--- src/rtl/tcw_pkg.sv ---
// ---------------------------------------------------------------------------
// tcw_pkg
// Shared constants and control/status types of the text console writer.
// ---------------------------------------------------------------------------
package tcw_pkg;

  localparam int COLUMNS = 80;
  localparam int ROWS    = 25;
  localparam int CELLS   = COLUMNS * ROWS;

  // Field widths of the item and result transactions.
  localparam int CMD_W  = 2;
  localparam int CHAR_W = 8;
  localparam int POS_W  = 11;
  localparam int COL_W  = 7;
  localparam int ROW_W  = 5;
  localparam int CELL_W = 16;
  localparam int ATTR_W = 8;

  // Width of a screen memory address.
  localparam int CNT_W = $clog2(CELLS);

  localparam logic [CHAR_W-1:0] SPACE_CHAR   = 8'h20;
  localparam logic [CHAR_W-1:0] NEWLINE_CHAR = 8'h0A;
  localparam logic [ATTR_W-1:0] RESET_ATTR   = 8'h0F;

  typedef enum logic [CMD_W-1:0] {
    CMD_CLEAR = 2'd0,
    CMD_PUT   = 2'd1,
    CMD_READ  = 2'd2,
    CMD_NONE  = 2'd3
  } cmd_e;

  // Commands from the controller to the datapath.
  typedef struct packed {
    logic load_item;
    logic home;
    logic step;
    logic cnt_zero;
    logic cnt_inc;
    logic fill_wr;
    logic fill_init;
    logic put_wr;
    logic rd_cell;
    logic copy_rd;
    logic copy_wr;
    logic val_clear;
    logic val_load;
  } tcw_cmd_t;

  // Status from the datapath to the controller.
  typedef struct packed {
    cmd_e cmd;
    logic newline;
    logic scroll_need;
    logic idx_ok;
    logic fill_last;
    logic copy_end;
    logic cnt_is_zero;
  } tcw_sts_t;

endpackage

--- src/rtl/tcw_ctrl.sv ---
// ---------------------------------------------------------------------------
// tcw_ctrl
// Controller state machine sequencing commands, sweeps and result hand-off.
// ---------------------------------------------------------------------------
module tcw_ctrl (
  input  logic              clk_i,
  input  logic              rst_ni,
  input  logic              in_valid_i,
  input  logic              out_free_i,
  input  tcw_pkg::tcw_sts_t sts_i,
  output tcw_pkg::tcw_cmd_t ctl_o,
  output logic              in_ready_o,
  output logic              out_load_o
);

  typedef enum logic [2:0] {
    ST_INIT,
    ST_IDLE,
    ST_EXEC,
    ST_FILL,
    ST_COPY,
    ST_RDWAIT,
    ST_DONE
  } state_e;

  state_e state_q, state_d;

  always_comb begin
    state_d    = state_q;
    ctl_o      = '0;
    in_ready_o = 1'b0;
    out_load_o = 1'b0;
    case (state_q)
      ST_INIT: begin
        ctl_o.fill_wr   = 1'b1;
        ctl_o.fill_init = 1'b1;
        if (sts_i.fill_last) begin
          ctl_o.cnt_zero = 1'b1;
          state_d        = ST_IDLE;
        end else begin
          ctl_o.cnt_inc = 1'b1;
        end
      end
      ST_IDLE: begin
        in_ready_o = 1'b1;
        if (in_valid_i) begin
          ctl_o.load_item = 1'b1;
          state_d         = ST_EXEC;
        end
      end
      ST_EXEC: begin
        ctl_o.val_clear = 1'b1;
        case (sts_i.cmd)
          tcw_pkg::CMD_CLEAR: begin
            ctl_o.home     = 1'b1;
            ctl_o.cnt_zero = 1'b1;
            state_d        = ST_FILL;
          end
          tcw_pkg::CMD_PUT: begin
            ctl_o.step   = 1'b1;
            ctl_o.put_wr = !sts_i.newline;
            if (sts_i.scroll_need) begin
              ctl_o.cnt_zero = 1'b1;
              state_d        = ST_COPY;
            end else begin
              state_d = ST_DONE;
            end
          end
          tcw_pkg::CMD_READ: begin
            if (sts_i.idx_ok) begin
              ctl_o.rd_cell = 1'b1;
              state_d       = ST_RDWAIT;
            end else begin
              state_d = ST_DONE;
            end
          end
          default: begin
            state_d = ST_DONE;
          end
        endcase
      end
      ST_FILL: begin
        ctl_o.fill_wr = 1'b1;
        if (sts_i.fill_last) begin
          state_d = ST_DONE;
        end else begin
          ctl_o.cnt_inc = 1'b1;
        end
      end
      ST_COPY: begin
        ctl_o.copy_rd = !sts_i.copy_end;
        ctl_o.copy_wr = !sts_i.cnt_is_zero;
        if (sts_i.copy_end) begin
          state_d = ST_FILL;
        end else begin
          ctl_o.cnt_inc = 1'b1;
        end
      end
      ST_RDWAIT: begin
        ctl_o.val_load = 1'b1;
        state_d        = ST_DONE;
      end
      ST_DONE: begin
        if (out_free_i) begin
          out_load_o = 1'b1;
          state_d    = ST_IDLE;
        end
      end
      default: begin
        state_d = ST_IDLE;
      end
    endcase
  end

  always_ff @(posedge clk_i or negedge rst_ni) begin
    if (!rst_ni) begin
      state_q <= ST_INIT;
    end else begin
      state_q <= state_d;
    end
  end

endmodule

--- config.mk ---
export PLATFORM = sky130hd
export DESIGN_NAME = tcw_ctrl
export DESIGN_NICKNAME = d
export VERILOG_FILES = /design/src/rtl/tcw_pkg.sv /design/src/rtl/tcw_ctrl.sv
export SDC_FILE = /design/constraint.sdc
export NUM_CORES = 1
export LEC_CHECK = 0
export BUFFER_PORTS_ARGS = -buffer_cell sky130_fd_sc_hd__buf_2
export CAP_MARGIN = 10
export CORE_AREA = 2 2 39 41
export CTS_CLUSTER_DIAMETER = 50
export DETAILED_ROUTE_END_ITERATION = 10
export DIE_AREA = 0 0 41 43
export GPL_TIMING_DRIVEN = 1
export PLACE_DENSITY = 0.57
export RECOVER_POWER = 50
export REMOVE_ABC_BUFFERS = 1
export SLEW_MARGIN = 20
export SYNTH_ARGS = -nofsm -noshare
export SYNTH_HDL_FRONTEND = slang
export SYNTH_SLANG_ARGS = --single-unit
--- constraint.sdc ---
create_clock -name clk_i -period 2.25 [get_ports clk_i]
set_input_delay 0.1125 -clock clk_i [delete_from_list [all_inputs] [get_ports clk_i]]
set_output_delay 0.1125 -clock clk_i [all_outputs]
set_load 0.02 [all_outputs]
## Yosys cells after proc, flatten, opt, wreduce, memory -nomap -nowiden

Cells that the tools add are included.

- Flip-flop bits (word level): 3
- Bits of input ports: 12
- Output and inout port bits: 15
- Word-level logic and storage cells: 54

- Eq/ne operators: 13
- Multiplexer cells: 33
- Reduce and logical (&&, ||, !) cells: 7

Operators with widths:

| operator | count |
|---|---|
| $pmux W3 S7 | 1 |
| $mux W1 | 18 |
| $mux W3 | 5 |
| $mux W2 | 5 |
| $ne A2 B2 Y1 const B | 5 |
| $eq A3 B3 Y1 const B | 3 |
| $pmux W3 S3 | 1 |
| $eq A3 B2 Y1 const B | 2 |
| $pmux W1 S2 | 3 |
| $reduce_and A5 Y1 | 1 |
| $eq A3 B1 Y1 const B | 1 |
| $logic_not A1 Y1 | 3 |
| $logic_not A3 Y1 | 1 |
| $eq A2 B1 Y1 const B | 1 |
| $eq A2 B2 Y1 const B | 1 |
| $logic_not A2 Y1 | 1 |
| $reduce_or A2 Y1 | 1 |

## Depth between registers and ports, before layout

Gate-level depths: netlist (run 1).

- Depth after elaboration: 3
- Gate-level depth with buffers: 5

## Least setup slack after synthesis (run 1)

Ideal clock, no wire load.

- Path kind: register -> output
- From: register state_q[2]
- To: output ctl_o[11] (netlist bit)
- Data arrival time: 1.398 ns
- Data required time: 2.138 ns
- Path slack: 0.740 ns
- Cell stages (with the launch flop): 4
- Cells stage by stage: dfrtp_1 buf_6 clkbuf_1 nor4_1

RTL lines:

| what | RTL line | RTL |
|---|---|---|
| from (decl) | tcw_ctrl.sv:26 | `state_e state_q, state_d;` |
| from (signal assigned) | tcw_ctrl.sv:119 | `state_q <= state_d;` |
| to (decl) | tcw_ctrl.sv:11 | `output tcw_pkg::tcw_cmd_t ctl_o,` |

==> results.py, run 1 <==
metrics = {
    "floorplan": {
        "initial_core_util": 0.2794,
        "die_area_um2": 1763,
        "die_h_um": 43,
        "boundaryPins": 27,
        "coreArea_um2": 1384,
        "dieWidth_um": 41,
        "rows": 14,
    },
    "sta": {
        "maxSlewViolCount": 0,
        "final.min_clock_period_ns": 1.774,
        "fin_setup_tns_ns": 0,
        "fin_crit_sh": 0.7884,
        "worst_pin_slew_ns": 0.4974,
        "setup_viol": 0,
        "relSlewSlack": 0.6684,
        "finClkSkew_ns": 0.0007192,
        "rsz0062_at_grt": "no",
        "clock.fmax_ghz": 0.5637,
        "finalHoldViolCount": 0,
    },
    "flow_run": {
        "drv_cap": 0,
    },
    "drt": {
        "antenna_left": 0,
        "drt-total-wl_mm": 1.052,
        "wl_per_cell_um": 10.73,
        "num_vias": 499,
        "viasPerCell": 5.092,
        "drt_iter0_drc": 1,
        "drt-pass1-iter-count": 3,
        "drc": 0,
    },
    "clock_network": {
        "cts_buffer_depth": 2,
        "numCtsBuffers": 3,
        "cts.sinks": 3,
        "clkSlewWorstSetupHoldPaths_ns": 0.04,
        "clock_latency_ns": 0.22,
        "cts.repair.resized": 0,
        "cts_root_buffer": "clkbuf_4",
        "tritoncts": "built",
        "htreeDepth": 1,
    },
    "critical_path": {
        "crit_type": "flop to output pin",
        "worst-path-buf-inv": 1,
        "cp_data_arrival_time_ns": 1.66,
        "r2r_start": "state_q[2]",
        "worstReg2RegEnd": "state_q[0]",
        "reg2regPathDepth": 3,
        "worst-path-max-fanout": 17,
        "critPathRequiredTime_ns": 2.14,
        "critPathCaptureType": "output pin",
        "startpoint_type": "flop",
        "reg2reg_setup_slack_ns": 0.72,
        "slowest_delay_ns": 0.64,
        "crit_cells": 3,
        "worst_path_max_delay_cell": "dfrtp_1",
        "path_cells": "mux2_4 > o32ai_1 > buf_2",
        "crit_family": "flip-flops",
    },
    "cells_and_area": {
        "drive_gt1_frac": 0.3171,
        "postLayoutCellArea_um2": 540.5,
        "nets": 95,
        "synthToLayoutAreaGrowth_pct": 39.81,
        "top_register": "state_q",
        "fillers": 160,
        "antenna_cells": 0,
        "largest_reg_flops": 3,
        "reg_top3": "state_q (3)",
    },
    "pwr": {
        "net-switching-power_mw": 0.3878,
        "netSwitchingFraction": 0.5436,
        "ir_drop_mv": 0.4214,
        "p_seq_frac": 0.269,
        "power_density_nw_per_um2": 1320,
        "p_int_mw": 0.3256,
        "power_frac_clock": 0.127,
        "comb_power_share": 0.604,
        "p_leak_nw": 0.2608,
    },
    "global_route": {
        "grt_pass1_vias": 412,
        "grt_max_degree": 18,
        "grt_antenna_before_repair": 0,
        "grt_overflow": 0,
        "grt_usage": 0.1205,
        "grt_pass1_wl_mm": 1.518,
    },
    "min_path": {
        "hold_end": "state_q[1]",
        "min_path_cells": 3,
        "worstHoldStart": "in_valid_i",
        "holdCritPathClass": "primary input to flop",
    },
    "synthesis": {
        "synth_cells": 55,
        "ys_ff_latch": 3,
        "synth_area_um2": 386.6,
        "synth_cell_type_count": 28,
        "ys_seq_area_frac": 0.1942,
        "async_flop_share": 1.000,
        "synth_flop_cell": "dfrtp_1",
        "synth_edf_count": 0,
        "syn_avg_cell_area_um2": 7.029,
        "ys_warn_count": 0,
    },
    "placement": {
        "placed_area_um2": 511.7,
        "place_congestion": 0.7853,
        "hpwl_um": 820.3,
        "port_buffers": 26,
    },
    "outcome": {
        "run_status": "finished clean",
    },
}
[per-layer routing]
layer | wire length [um] | up-vias | part of all wire | track usage
li1 | - | 253 | - | -
met3 | 67 | 2 | 0.064 | 0.01571
met5 | 0 | - | 0 | 0
met2 | 490 | 17 | 0.47 | 0.1906
met1 | 473 | 227 | 0.45 | 0.1479
met4 | 21 | 0 | 0.020 | 0.06667
[worst min-delay path, cell delays in order]
cell and delay (ns):
buf_2 0.11, nor2_1 0.08, o32ai_1 0.08
[cell families after synthesis]
family | Yosys count | share of synthesized area
simple gates | 31 | 0.4207
compound gates | 13 | 0.2524
buf+inv | 7 | 0.09384
flops | 3 | 0.1942
mux | 1 | 0.03882
[how the worst max path moves through the flow]
stage,startpoint,to,slack [ns]
6_report,state_q[2],ctl_o[8],0.48
5_1_grt,state_q[2],ctl_o[8],0.37
2_1_floorplan,state_q[1],ctl_o[5],0.65
4_1_cts,state_q[2],ctl_o[8],0.46
3_5_place_dp,state_q[2],ctl_o[8],0.71
3_3_place_gp,state_q[2],ctl_o[8],0.73
[what timing repair did]
item                                   4_1_cts  5_1_grt
hold buffers                                 1        0
endpoints found under the hold margin        3        0
buffers inserted                             0        0
[layout make-up]
cell class              instances  area, um^2  share of cell area
well taps                      16       20.02             0.03704
repair buffers                 27       132.6              0.2454
multi-input cells              45       275.3              0.5093
flip-flops and latches          3       75.07              0.1389
clock buffers                   4       26.28             0.04861
inverters                       3       11.26             0.02083
[cell usage after synthesis (2+ instances only)]
| cell | instances | area share |
|---|---|---|
| inv_1 | 2 | 0.019 |
| nor3_1 | 6 | 0.078 |
| nand2_1 | 4 | 0.039 |
| a211o_1 | 2 | 0.045 |
| o21a_1 | 2 | 0.039 |
| nor2_1 | 8 | 0.078 |
| buf_2 | 2 | 0.026 |
| o32ai_1 | 2 | 0.045 |
| nand3b_1 | 2 | 0.039 |
| dfrtp_1 | 3 | 0.19 |
| nor2b_1 | 3 | 0.049 |
| nand2b_1 | 3 | 0.049 |
[power groups by stage]
stage                     sequential [mW]  clock [mW]  combinational [mW]
after global routing                0.204      0.0995               0.475
after global placement              0.190           0               0.439
after detailed placement            0.191           0               0.442
after CTS                           0.190      0.0928               0.444
after floorplan                     0.164           0               0.321
final                               0.192      0.0905               0.431
[cell usage in the layout (no fill, tap or decap)]
cell           instances
a211o_1                2
a211oi_1               1
a21oi_1                1
a31oi_1                1
and2_1                 1
and3_1                 1
and4_1                 1
buf_2                 20
clkbuf_1               7
clkbuf_4               3
dfrtp_1                3
dlygate4sd3_1          1
inv_1                  2
inv_2                  1
mux2_4                 1
nand2_1                4
nand2b_1               3
nand3b_1               2
nor2_1                 8
nor2b_1                3
nor3_1                 6
nor3b_1                1
nor4_1                 1
o211ai_1               1
o21a_1                 2
o21ai_0                2
o221a_2                1
o32ai_1                2
[per-stage QoR]
stage                     hold WS (ns)  utilization  cells  total power, mW  worst slack [ns]
final                           0.2056       0.3906     98           0.7134            0.4760
after global placement        -0.08989       0.3698     93           0.6286            0.7289
after detailed placement      -0.09103       0.3698     93           0.6329            0.7068
after global routing            0.2186       0.3906     98           0.7784            0.3725
after floorplan                -0.1831            -     51           0.4848            0.6475
after CTS                       0.2020       0.3960     98           0.7270            0.4639
Power figures use the tool's default switching activity.
==> run 2, diff against run 1 <==
--- a/config.mk
+++ b/config.mk
@@ -12,7 +12,7 @@
 export DETAILED_ROUTE_END_ITERATION = 10
 export DIE_AREA = 0 0 41 43
 export GPL_TIMING_DRIVEN = 1
-export PLACE_DENSITY = 0.57
+export PLACE_DENSITY = 0.59
 export RECOVER_POWER = 50
 export REMOVE_ABC_BUFFERS = 1
 export SLEW_MARGIN = 20
==> constraint.sdc (replaced) <==
create_clock -name clk_i -period 1.49 [get_ports clk_i]
set_input_delay 0.0745 -clock clk_i [delete_from_list [all_inputs] [get_ports clk_i]]
set_output_delay 0.0745 -clock clk_i [all_outputs]
set_load 0.02 [all_outputs]
==> run 2 against run 1 <==
Clock power increased by 57%. Die area did not move. Via count is 6.8% higher. Sequential cell count unchanged. Critical path depth grew 2. Combinational power is 140% higher. Critical path type unchanged. Largest cell class unchanged. Largest power group unchanged.
==> results.py, run 2 (synthesis results as in run 1) <==
metrics = {
    "cells_and_area": {
        "antenna_cells": 0,
        "layout_common_cells": "buf_2 (21), buf_4 (10), nor2_1 (8)",
        "largest_reg_flops": 3,
        "drive_gt1_frac": 0.4831,
        "utilization": 0.4620,
        "top_register": "state_q",
        "final_common_cell": "buf_2",
        "nets": 102,
        "synthToLayoutAreaGrowth_pct": 65.37,
        "finalNonFillerCells": 105,
        "postLayoutCellArea_um2": 639.4,
        "reg_top3": "state_q (3)",
    },
    "critical_path": {
        "crit_type": "flop to output pin",
        "slowest_delay_ns": 0.38,
        "critPathRequiredTime_ns": 1.42,
        "critPathCaptureType": "output pin",
        "startpoint_type": "flop",
        "cp_data_arrival_time_ns": 1.35,
        "crit_family": "buffers and inverters",
        "worst-path-buf-inv": 3,
        "setup.worst_path.start": "state_q[0]",
        "path_cells": "buf_4 > inv_4 > nand2_1 > nor3_1 > buf_2",
        "worst_path_max_delay_cell": "dfrtp_1",
        "worst-path-max-fanout": 13,
        "r2r_start": "state_q[2]",
    },
    "pwr": {
        "power_density_nw_per_um2": 2084,
        "p_seq_frac": 0.116,
        "net-switching-power_mw": 0.6561,
        "p_total_mw": 1.332,
        "p_leak_nw": 0.3239,
        "ir_drop_mv": 0.7499,
        "power_frac_clock": 0.106,
        "netSwitchingFraction": 0.4925,
        "p_int_mw": 0.6761,
        "comb_power_share": 0.777,
    },
    "placement": {
        "placed_area_um2": 534.3,
        "place_ws_ns": 0.2526,
        "place_congestion": 0.7667,
        "dp.cells": 96,
        "port_buffers": 26,
        "hpwl_um": 884.4,
    },
    "sta": {
        "relSlewSlack": 0.8265,
        "finClkSkew_ns": 0.001116,
        "finalHoldViolCount": 0,
        "clock.fmax_ghz": 0.6996,
        "fin_setup_tns_ns": 0,
        "fin_crit_sh": 0.9593,
        "hold-worst-slack_ns": 0.1709,
        "worst_pin_slew_ns": 0.2594,
        "final.min_clock_period_ns": 1.429,
        "rsz0062_at_grt": "yes",
        "maxSlewViolCount": 0,
        "setup_viol": 0,
        "finalWorstSetupSlack_ns": 0.06066,
    },
    "min_path": {
        "worstHoldStart": "in_valid_i",
        "holdCritPathClass": "primary input to flop",
    },
    "drt": {
        "drc": 0,
        "antenna_left": 0,
        "viasPerCell": 5.076,
        "drt-total-wl_mm": 1.203,
        "num_vias": 533,
        "drt-pass1-iter-count": 4,
        "drt_iter0_drc": 11,
        "wl_per_cell_um": 11.46,
    },
    "clock_network": {
        "cts_buffer_depth": 2,
        "cts.sinks": 3,
        "clock_latency_ns": 0.23,
        "tritoncts": "built",
        "htreeDepth": 1,
        "clkSlewWorstSetupHoldPaths_ns": 0.04,
        "cts_root_buffer": "clkbuf_4",
        "numCtsBuffers": 3,
    },
    "global_route": {
        "grt_pass1_vias": 388,
        "grt_antenna_before_repair": 0,
        "grt_overflow": 0,
        "grt_usage": 0.1413,
        "grt_pass1_wl_mm": 1.697,
        "grt_max_degree": 16,
    },
    "floorplan": {
        "initial_core_util": 0.2794,
        "rows": 14,
        "coreArea_um2": 1384,
        "boundaryPins": 27,
        "dieWidth_um": 41,
        "die_h_um": 43,
        "die_area_um2": 1763,
    },
    "outcome": {
        "run_status": "finished clean",
    },
    "flow_run": {
        "drv_cap": 0,
    },
}
==> run 2: per-layer routing <==
| metal | share of wire | global-route usage | vias to the layer above |
|---|---|---|---|
| met5 | 0 | 0 | - |
| met4 | 0.014 | 0.06000 | 0 |
| met3 | 0.071 | 0.04712 | 4 |
| met2 | 0.47 | 0.1844 | 19 |
| met1 | 0.44 | 0.2045 | 242 |
| li1 | - | - | 268 |
==> run 2: worst reg2reg max path, cell delays in order, from the launching register on <==
cell	delay [ns]
dfrtp_1	0.40
buf_6	0.16
buf_4	0.14
nor3b_1	0.22
a211o_1	0.13
o221a_2	0.16
==> run 2: path summary, 6_finish.rpt <==
kind	slack (ns)	end	cells past startpoint
worst max-delay path	0.06	ctl_o[4]	5
worst min-delay path	0.17	state_q[1]	3
worst max register to register	0.22	state_q[0]	5
worst min register to register	0.70	state_q[1]	2
max in group asynchronous	1.14	state_q[2]	2
min in group asynchronous	0.18	state_q[0]	2
==> run 2: final cells by class <==
class | count | area [um^2]
Sequential cell | 3 | 75.07
Fill cell | 161 | 744.5
Timing Repair Buffer | 34 | 205.2
Multi-Input combinational cell | 45 | 299.0
Tap cell | 16 | 20.02
Clock buffer | 4 | 26.28
Inverter | 3 | 13.76
==> run 2: power groups by stage <==
stage	Combinational, mW	Sequential [mW]	Clock [mW]
after global routing	1.12	0.162	0.157
after floorplan	0.484	0.248	0
final	1.04	0.155	0.142
after detailed placement	0.866	0.152	0
after global placement	0.863	0.150	0
after CTS	0.870	0.152	0.148
==> run 2: timing repair <==
action                                  CTS  global route
hold buffers                              1             0
pin swaps                                 0             1
buffers inserted                          0             4
gates resized for setup                   1            10
endpoints found under the hold margin     3             0
endpoints found under the setup margin    1             4
